## src/rtl/spjq_pkg.sv

```systemverilog
package spjq_pkg;

	localparam int CAPACITY      = 16;
	localparam int PRIO_W        = 8;
	localparam int PAYLOAD_W     = 32;
	localparam int COUNT_W       = $clog2(CAPACITY + 1);
	localparam int OUT_PRIO_W    = 8;
	localparam int OUT_PAYLOAD_W = 32;
	localparam int OUT_COUNT_W   = 5;

	typedef logic [PRIO_W-1:0]    prio_t;
	typedef logic [PAYLOAD_W-1:0] payload_t;
	typedef logic [COUNT_W-1:0]   count_t;

	typedef enum logic {
		OP_INSERT = 1'b0,
		OP_POP    = 1'b1
	} opcode_t;

	typedef enum logic [1:0] {
		STAT_OK    = 2'd0,
		STAT_FULL  = 2'd1,
		STAT_EMPTY = 2'd2
	} status_t;

	typedef enum logic {
		ST_IDLE,
		ST_RESULT
	} state_t;

	// controller to datapath
	typedef struct packed {
		logic    insert;
		logic    pop;
		logic    capture;
		status_t code;
	} dp_cmd_t;

	// datapath to controller
	typedef struct packed {
		logic full;
		logic empty;
	} dp_stat_t;

endpackage

```

## src/rtl/spjq_req_if.sv

```systemverilog
interface spjq_req_if;
	import spjq_pkg::*;

	logic     valid;
	logic     ready;
	logic     opcode;
	prio_t    job_priority;
	payload_t job_payload;

	modport source (output valid, output opcode, output job_priority, output job_payload,
		input ready);
	modport sink (input valid, input opcode, input job_priority, input job_payload,
		output ready);
endinterface

```

## src/rtl/spjq_rsp_if.sv

```systemverilog
interface spjq_rsp_if;
	import spjq_pkg::*;

	logic                     valid;
	logic                     ready;
	logic                     popped_valid;
	logic [OUT_PRIO_W-1:0]    popped_priority;
	logic [OUT_PAYLOAD_W-1:0] popped_payload;
	logic [1:0]               status;
	logic [OUT_COUNT_W-1:0]   entry_count;

	modport source (output valid, output popped_valid, output popped_priority,
		output popped_payload, output status, output entry_count, input ready);
	modport sink (input valid, input popped_valid, input popped_priority,
		input popped_payload, input status, input entry_count, output ready);
endinterface

```

## src/rtl/spjq_ctrl.sv

```systemverilog
module spjq_ctrl (
	input  logic              clk,
	input  logic              arst_n,
	input  logic              in_valid,
	input  logic              in_opcode,
	input  logic              out_ready,
	input  spjq_pkg::dp_stat_t stat,
	output logic              in_ready,
	output logic              out_valid,
	output spjq_pkg::dp_cmd_t  cmd
);
	import spjq_pkg::*;

	state_t state_q;
	state_t state_d;
	logic   in_fire;

	// take a word when no result is held or the held one leaves now
	assign in_ready = (state_q == ST_IDLE) || out_ready;
	assign in_fire  = in_valid && in_ready;

	// next state
	always_comb begin
		state_d = state_q;
		case (state_q)
			ST_IDLE: begin
				if (in_fire) state_d = ST_RESULT;
			end
			ST_RESULT: begin
				if (!in_fire && out_ready) state_d = ST_IDLE;
			end
			default: state_d = ST_IDLE;
		endcase
	end

	always_ff @(posedge clk or negedge arst_n) begin
		if (!arst_n) begin
			state_q <= ST_IDLE;
		end else begin
			state_q <= state_d;
		end
	end

	// outputs: decode the request against fill state
	always_comb begin
		out_valid   = (state_q == ST_RESULT);
		cmd.insert  = 1'b0;
		cmd.pop     = 1'b0;
		cmd.capture = in_fire;
		cmd.code    = STAT_OK;
		if (opcode_t'(in_opcode) == OP_INSERT) begin
			if (stat.full) begin
				cmd.code = STAT_FULL;
			end else begin
				cmd.insert = in_fire;
			end
		end else begin
			if (stat.empty) begin
				cmd.code = STAT_EMPTY;
			end else begin
				cmd.pop = in_fire;
			end
		end
	end

endmodule

```

## src/rtl/spjq_dp.sv

```systemverilog
module spjq_dp (
	input  logic                               clk,
	input  logic                               arst_n,
	input  spjq_pkg::dp_cmd_t                  cmd,
	input  spjq_pkg::prio_t                    job_priority,
	input  spjq_pkg::payload_t                 job_payload,
	output spjq_pkg::dp_stat_t                 stat,
	output logic                               popped_valid,
	output logic [spjq_pkg::OUT_PRIO_W-1:0]    popped_priority,
	output logic [spjq_pkg::OUT_PAYLOAD_W-1:0] popped_payload,
	output logic [1:0]                         status,
	output logic [spjq_pkg::OUT_COUNT_W-1:0]   entry_count
);
	import spjq_pkg::*;

	prio_t    prio_q [CAPACITY];
	payload_t load_q [CAPACITY];
	count_t   count_q;
	count_t   count_d;

	prio_t    prio_ins [CAPACITY];
	payload_t load_ins [CAPACITY];
	logic [CAPACITY-1:0] below;

	logic                     popped_valid_q;
	logic [OUT_PRIO_W-1:0]    popped_prio_q;
	logic [OUT_PAYLOAD_W-1:0] popped_load_q;
	status_t                  status_q;

	assign stat.full  = (count_q == COUNT_W'(CAPACITY));
	assign stat.empty = (count_q == '0);

	// mark slots at or past the insert point; descending order keeps this monotonic
	always_comb begin
		for (int i = 0; i < CAPACITY; i++) begin
			below[i] = (COUNT_W'(i) >= count_q) || (prio_q[i] < job_priority);
		end
	end

	// each slot keeps, takes the new job, or takes its upper neighbor
	always_comb begin
		for (int i = 0; i < CAPACITY; i++) begin
			if (i > 0 && below[(i > 0) ? i - 1 : 0]) begin
				prio_ins[i] = prio_q[(i > 0) ? i - 1 : 0];
				load_ins[i] = load_q[(i > 0) ? i - 1 : 0];
			end else if (below[i]) begin
				prio_ins[i] = job_priority;
				load_ins[i] = job_payload;
			end else begin
				prio_ins[i] = prio_q[i];
				load_ins[i] = load_q[i];
			end
		end
	end

	// shift the store on insert or pop
	always_ff @(posedge clk) begin
		if (cmd.insert) begin
			prio_q <= prio_ins;
			load_q <= load_ins;
		end else if (cmd.pop) begin
			for (int i = 0; i < CAPACITY - 1; i++) begin
				prio_q[i] <= prio_q[i + 1];
				load_q[i] <= load_q[i + 1];
			end
		end
	end

	// track the fill count
	always_comb begin
		count_d = count_q;
		if (cmd.insert) begin
			count_d = count_q + COUNT_W'(1);
		end else if (cmd.pop) begin
			count_d = count_q - COUNT_W'(1);
		end
	end

	always_ff @(posedge clk or negedge arst_n) begin
		if (!arst_n) begin
			count_q <= '0;
		end else begin
			count_q <= count_d;
		end
	end

	// hold the result word until the next request is taken
	always_ff @(posedge clk) begin
		if (cmd.capture) begin
			popped_valid_q <= cmd.pop;
			status_q       <= cmd.code;
			if (cmd.pop) begin
				popped_prio_q <= OUT_PRIO_W'(prio_q[0]);
				popped_load_q <= OUT_PAYLOAD_W'(load_q[0]);
			end else begin
				popped_prio_q <= '0;
				popped_load_q <= '0;
			end
		end
	end

	assign popped_valid    = popped_valid_q;
	assign popped_priority = popped_prio_q;
	assign popped_payload  = popped_load_q;
	assign status          = status_q;
	assign entry_count     = OUT_COUNT_W'(count_q);

endmodule

```

## src/rtl/sorted_priority_job_queue.sv

```systemverilog
// Bounded priority queue of jobs kept in descending priority order in a
// shift-register store of CAPACITY slots. Each request word either inserts a
// job (placed ahead of the first stored job of strictly lower priority, so equal
// priorities leave first in, first out) or pops the head job. Every request
// yields exactly one response word in the cycle after it is taken, carrying the
// popped job (zeros otherwise), a status code (ok, insert dropped because full,
// pop on empty) and the fill count after the operation. One request is taken per
// cycle if output flows: all slots compare against the new priority in parallel
// and shift in the accept cycle, and the response register frees in the same
// cycle its word is taken downstream. The store needs no clearing after reset.
module sorted_priority_job_queue (
	input logic       clk,
	input logic       arst_n,
	spjq_req_if.sink  req,
	spjq_rsp_if.source rsp
);
	import spjq_pkg::*;

	dp_cmd_t  cmd;
	dp_stat_t stat;

	spjq_ctrl u_ctrl (
		.clk       (clk),
		.arst_n    (arst_n),
		.in_valid  (req.valid),
		.in_opcode (req.opcode),
		.out_ready (rsp.ready),
		.stat      (stat),
		.in_ready  (req.ready),
		.out_valid (rsp.valid),
		.cmd       (cmd)
	);

	spjq_dp u_dp (
		.clk             (clk),
		.arst_n          (arst_n),
		.cmd             (cmd),
		.job_priority    (req.job_priority),
		.job_payload     (req.job_payload),
		.stat            (stat),
		.popped_valid    (rsp.popped_valid),
		.popped_priority (rsp.popped_priority),
		.popped_payload  (rsp.popped_payload),
		.status          (rsp.status),
		.entry_count     (rsp.entry_count)
	);

endmodule

```

## src/flat_wrapper.sv

```systemverilog
// flat-port wrapper written by rule: the top's interface ports become plain ports
module sorted_priority_job_queue_flat import spjq_pkg::*;
  (clk, arst_n, req_valid, req_opcode, req_job_priority, req_job_payload, req_ready, rsp_valid, rsp_popped_valid, rsp_popped_priority, rsp_popped_payload, rsp_status, rsp_entry_count, rsp_ready);
  spjq_req_if req_i ();
  spjq_rsp_if rsp_i ();
  input logic clk;
  input logic arst_n;
  input wire logic [$bits(req_i.valid)-1:0] req_valid;
  input wire logic [$bits(req_i.opcode)-1:0] req_opcode;
  input wire logic [$bits(req_i.job_priority)-1:0] req_job_priority;
  input wire logic [$bits(req_i.job_payload)-1:0] req_job_payload;
  output wire logic [$bits(req_i.ready)-1:0] req_ready;
  output wire logic [$bits(rsp_i.valid)-1:0] rsp_valid;
  output wire logic [$bits(rsp_i.popped_valid)-1:0] rsp_popped_valid;
  output wire logic [$bits(rsp_i.popped_priority)-1:0] rsp_popped_priority;
  output wire logic [$bits(rsp_i.popped_payload)-1:0] rsp_popped_payload;
  output wire logic [$bits(rsp_i.status)-1:0] rsp_status;
  output wire logic [$bits(rsp_i.entry_count)-1:0] rsp_entry_count;
  input wire logic [$bits(rsp_i.ready)-1:0] rsp_ready;
  assign req_i.valid = req_valid;
  assign req_i.opcode = req_opcode;
  assign req_i.job_priority = req_job_priority;
  assign req_i.job_payload = req_job_payload;
  assign req_ready = req_i.ready;
  assign rsp_valid = rsp_i.valid;
  assign rsp_popped_valid = rsp_i.popped_valid;
  assign rsp_popped_priority = rsp_i.popped_priority;
  assign rsp_popped_payload = rsp_i.popped_payload;
  assign rsp_status = rsp_i.status;
  assign rsp_entry_count = rsp_i.entry_count;
  assign rsp_i.ready = rsp_ready;
  sorted_priority_job_queue u_core (.clk(clk), .arst_n(arst_n), .req(req_i), .rsp(rsp_i));
endmodule
```

## config.mk

```make
export PLATFORM = sky130hd
export DESIGN_NAME = sorted_priority_job_queue_flat
export DESIGN_NICKNAME = d
export VERILOG_FILES = /design/src/rtl/spjq_pkg.sv /design/src/rtl/spjq_req_if.sv /design/src/rtl/spjq_rsp_if.sv /design/src/rtl/spjq_ctrl.sv /design/src/rtl/spjq_dp.sv /design/src/rtl/sorted_priority_job_queue.sv /design/src/flat_wrapper.sv
export SDC_FILE = /design/constraint.sdc
export NUM_CORES = 2
export LEC_CHECK = 0
export BUFFER_PORTS_ARGS = -buffer_cell sky130_fd_sc_hd__buf_2
export CELL_PAD_IN_SITES_DETAIL_PLACEMENT = 1
export CELL_PAD_IN_SITES_GLOBAL_PLACEMENT = 1
export CORE_ASPECT_RATIO = 2
export CORE_UTILIZATION = 55
export CTS_CLUSTER_DIAMETER = 200
export CTS_CLUSTER_SIZE = 12
export DETAILED_ROUTE_END_ITERATION = 8
export PLACE_DENSITY = 0.87
export SLEW_MARGIN = 15
export SYNTH_ARGS = -nofsm -noshare
export SYNTH_HDL_FRONTEND = slang
export SYNTH_SLANG_ARGS = --single-unit
```

## constraint.sdc

```tcl
create_clock -name clk -period 8.1 [get_ports clk]
set_input_delay 1.62 -clock clk [delete_from_list [all_inputs] [get_ports clk]]
set_output_delay 1.62 -clock clk [all_outputs]
set_load 0.05 [all_outputs]
```

==> results.json <==
{
  "postPlaceCellArea_mm2": 0.0383,
  "clock_sinks": 689,
  "core-area_mm2": 0.0677,
  "rsz0062_at_grt": "false",
  "synth_seq_cells": 689,
  "grt-ovfl-total": 0,
  "grt_use_total_pct": 32.7,
  "holdBufCountCts": 0,
  "multi_input_area_mm2": 0.0154,
  "finalSetupViolations": 0,
  "maxSlewHeadroom_pct": 21.6,
  "routed_wl_um": 115000,
  "worst_pin_slew_ps": 1180,
  "grt_pass1_wl_um": 179000,
  "period_needed_ps": 4960,
  "htree_levels": 3,
  "regArea_mm2": 0.0207,
  "dr.pass1.iters": 6,
  "grt_pass1_vias": 30300,
  "fin_skew_ps": 31.1,
  "port_buffers": 94,
  "dp_hpwl_um": 80300,
  "grt_max_degree": 201,
  "dieArea_mm2": 0.0695,
  "fin_crit_sh_pct": 61.2,
  "ant_nets": 0,
  "r2r_slack_ps": 3440,
  "cts_setup_buffers": 0,
  "fin_setup_tns_ps": 0,
  "power_density_mw_per_mm2": 292,
  "crit_path_max_fanout": 41,
  "wl_per_cell_um": 27.9,
  "die_y_um": 372,
  "worst_slack_ps": 3140,
  "final_common_cell": "edfxtp_1",
  "via_count": 29600,
  "area_growth_pct": 6.75,
  "clock-root-buffer": "clkbuf_16",
  "synth.avg_cell_area_um2": 11.1,
  "rows": 135,
  "cts-buffers-inserted": 67,
  "path_class": "in -> reg",
  "fmax_ghz": 0.202,
  "final_cell_mix": "683 x edfxtp_1, 618 x nand2_1, 520 x a221o_1, 490 x a21oi_1, 117 x ha_1",
  "drive_gt1_share_pct": 8.76,
  "grt_antenna_before_repair": 0,
  "vias_per_cell": 7.19,
  "start_util_pct": 55.5,
  "whs_ps": 552,
  "p_leak_nw": 14.5,
  "status": "finished clean",
  "ios": 95,
  "synthesis.instances": 3394,
  "cts_resized": 0,
  "globalplace.congestion": 0.911,
  "hp-class": "reg -> reg",
  "yosys_warnings": 0,
  "synth_fp_nets": 3556,
  "startpoint_type": "primary input",
  "synthArstFlopShare_pct": 0.871,
  "fin_nets": 3380,
  "drc": 0,
  "cp.required_ps": 8340,
  "synthFlopType": "edfxtp_1",
  "drt-initial-drc-count": 2938,
  "clk_latency_ps": 630,
  "seq_area_frac_synth_pct": 54.9,
  "fill_cells": 6897,
  "worstPathArrival_ps": 5200,
  "cts.clk_slew.worst_paths_ps": 60,
  "peakVddDrop_uv": 171,
  "rr_worst_depth": 8,
  "design_area_mm2": 0.0401,
  "synth_edf_count": 683,
  "cts_buffer_depth": 3,
  "die_x_um": 187,
  "max_cap_violations": 0,
  "yosysUniqueCellTypes": 53,
  "drv_slew": 0,
  "crit_path_end_kind": "register",
  "hold_viol": 0,
  "syn_area_mm2": 0.0376,
  "preCtsSetupSlack_ps": 2550,
  "cts_tree": "built",
  "hold_path_depth": 1
}
==> logic make-up (layout without fill, tap and decap cells) <==
family	after synthesis	after routing	synth area share, %
compound gates	1298	1298	25.9
xor+xnor	4	4	0.0931
fa+ha+maj	117	117	3.89
buf+inv	426	264	4.76
flops	689	689	54.9
mux	40	40	1.06
other cells	0	1	0
simple gates	820	820	9.39
==> state kept, by name, indices dropped and copies added, names as in the netlist <==
register	count
u_core.u_dp.popped_payload	32
u_core.u_dp.popped_valid	1
u_core.u_dp.entry_count	5
u_core.u_dp.load_q	512
u_core.u_dp.popped_priority	8
u_core.u_dp.prio_q	128
u_core.u_ctrl.out_valid	1
u_core.u_dp.status	2
==> final timing paths <==
check	startpoint	end
min in group asynchronous	arst_n	u_core.u_dp.entry_count[0]
worst min register to register	u_core.u_dp.load_q[507]	u_core.u_dp.popped_payload[27]
worst max register to register	u_core.u_dp.entry_count[1]	u_core.u_dp.load_q[418]
worst min-delay path	u_core.u_dp.load_q[507]	u_core.u_dp.popped_payload[27]
worst max-delay path	req_job_priority[7]	u_core.u_dp.load_q[295]
max in group asynchronous	arst_n	u_core.u_ctrl.out_valid
==> power by group <==
part	internal, W	switching (W)	total [W]
Sequential	0.00478	0.000430	0.00521
Clock	0.00150	0.00134	0.00284
Combinational	0.00112	0.00254	0.00365
==> area by class of cell <==
| cell class | instances | share of cell area, % |
|---|---|---|
| inverter | 14 | 0.131 |
| multi-input combinational | 2279 | 38.5 |
| clock inverter | 6 | 0.196 |
| timing repair buffer | 167 | 2.69 |
| antenna | 1 | 0.00623 |
| tap | 890 | 2.77 |
| clock buffer | 77 | 4.27 |
| sequential | 689 | 51.5 |
==> worst max-delay path, stage by stage <==
cell and delay (ps):
buf_2 120, inv_1 720, ha_1 390, and2_0 170, a221oi_1 560, a21bo_1 280, buf_4 260, a41o_1 310
nand2_2 710
==> per-stage QoR <==
step / utilization (%) / power (W) / instances
after floorplan: - / 0.00769 / 3394
after global placement: 56.6 / 0.00860 / 4038
after detailed placement: 56.6 / 0.00887 / 4038
after CTS: 59.2 / 0.0117 / 4121
after global routing: 59.3 / 0.0121 / 4122
final: 59.3 / 0.0117 / 4123
==> cell usage after synthesis, drive strengths merged, types with 4 or more instances <==
library cell	instances	share of area (%)
and3	42	0.70
nor2	22	0.22
nand2b	16	0.27
a221oi	8	0.19
o2111ai	8	0.20
inv	14	0.14
nor3	4	0.053
o21a	5	0.10
dfrtp	6	0.40
a21oi	495	6.6
and2	92	1.5
a211oi	8	0.16
nand4	6	0.10
xnor2	4	0.093
mux2i	40	1.1
a41o	8	0.21
edfxtp	683	55
a31oi	11	0.18
a211o	15	0.35
clkbuf	273	2.7
ha	117	3.9
o31ai	4	0.080
nand2	625	6.2
o211ai	88	1.8
a21o	54	1.1
a221o	520	14
buf	139	1.9
o21ai	62	0.83
==> metal layers <==
metal / part of all wire, % / global-route usage, % / vias to the layer above
li1: - / - / 12900
met1: 39 / 39.8 / 15200
met2: 52 / 59.1 / 1308
met3: 6.0 / 4.06 / 226
met4: 3.3 / 12.3 / 0
met5: 0 / 0 / -
No activity file was read; power rests on OpenSTA's default activity.
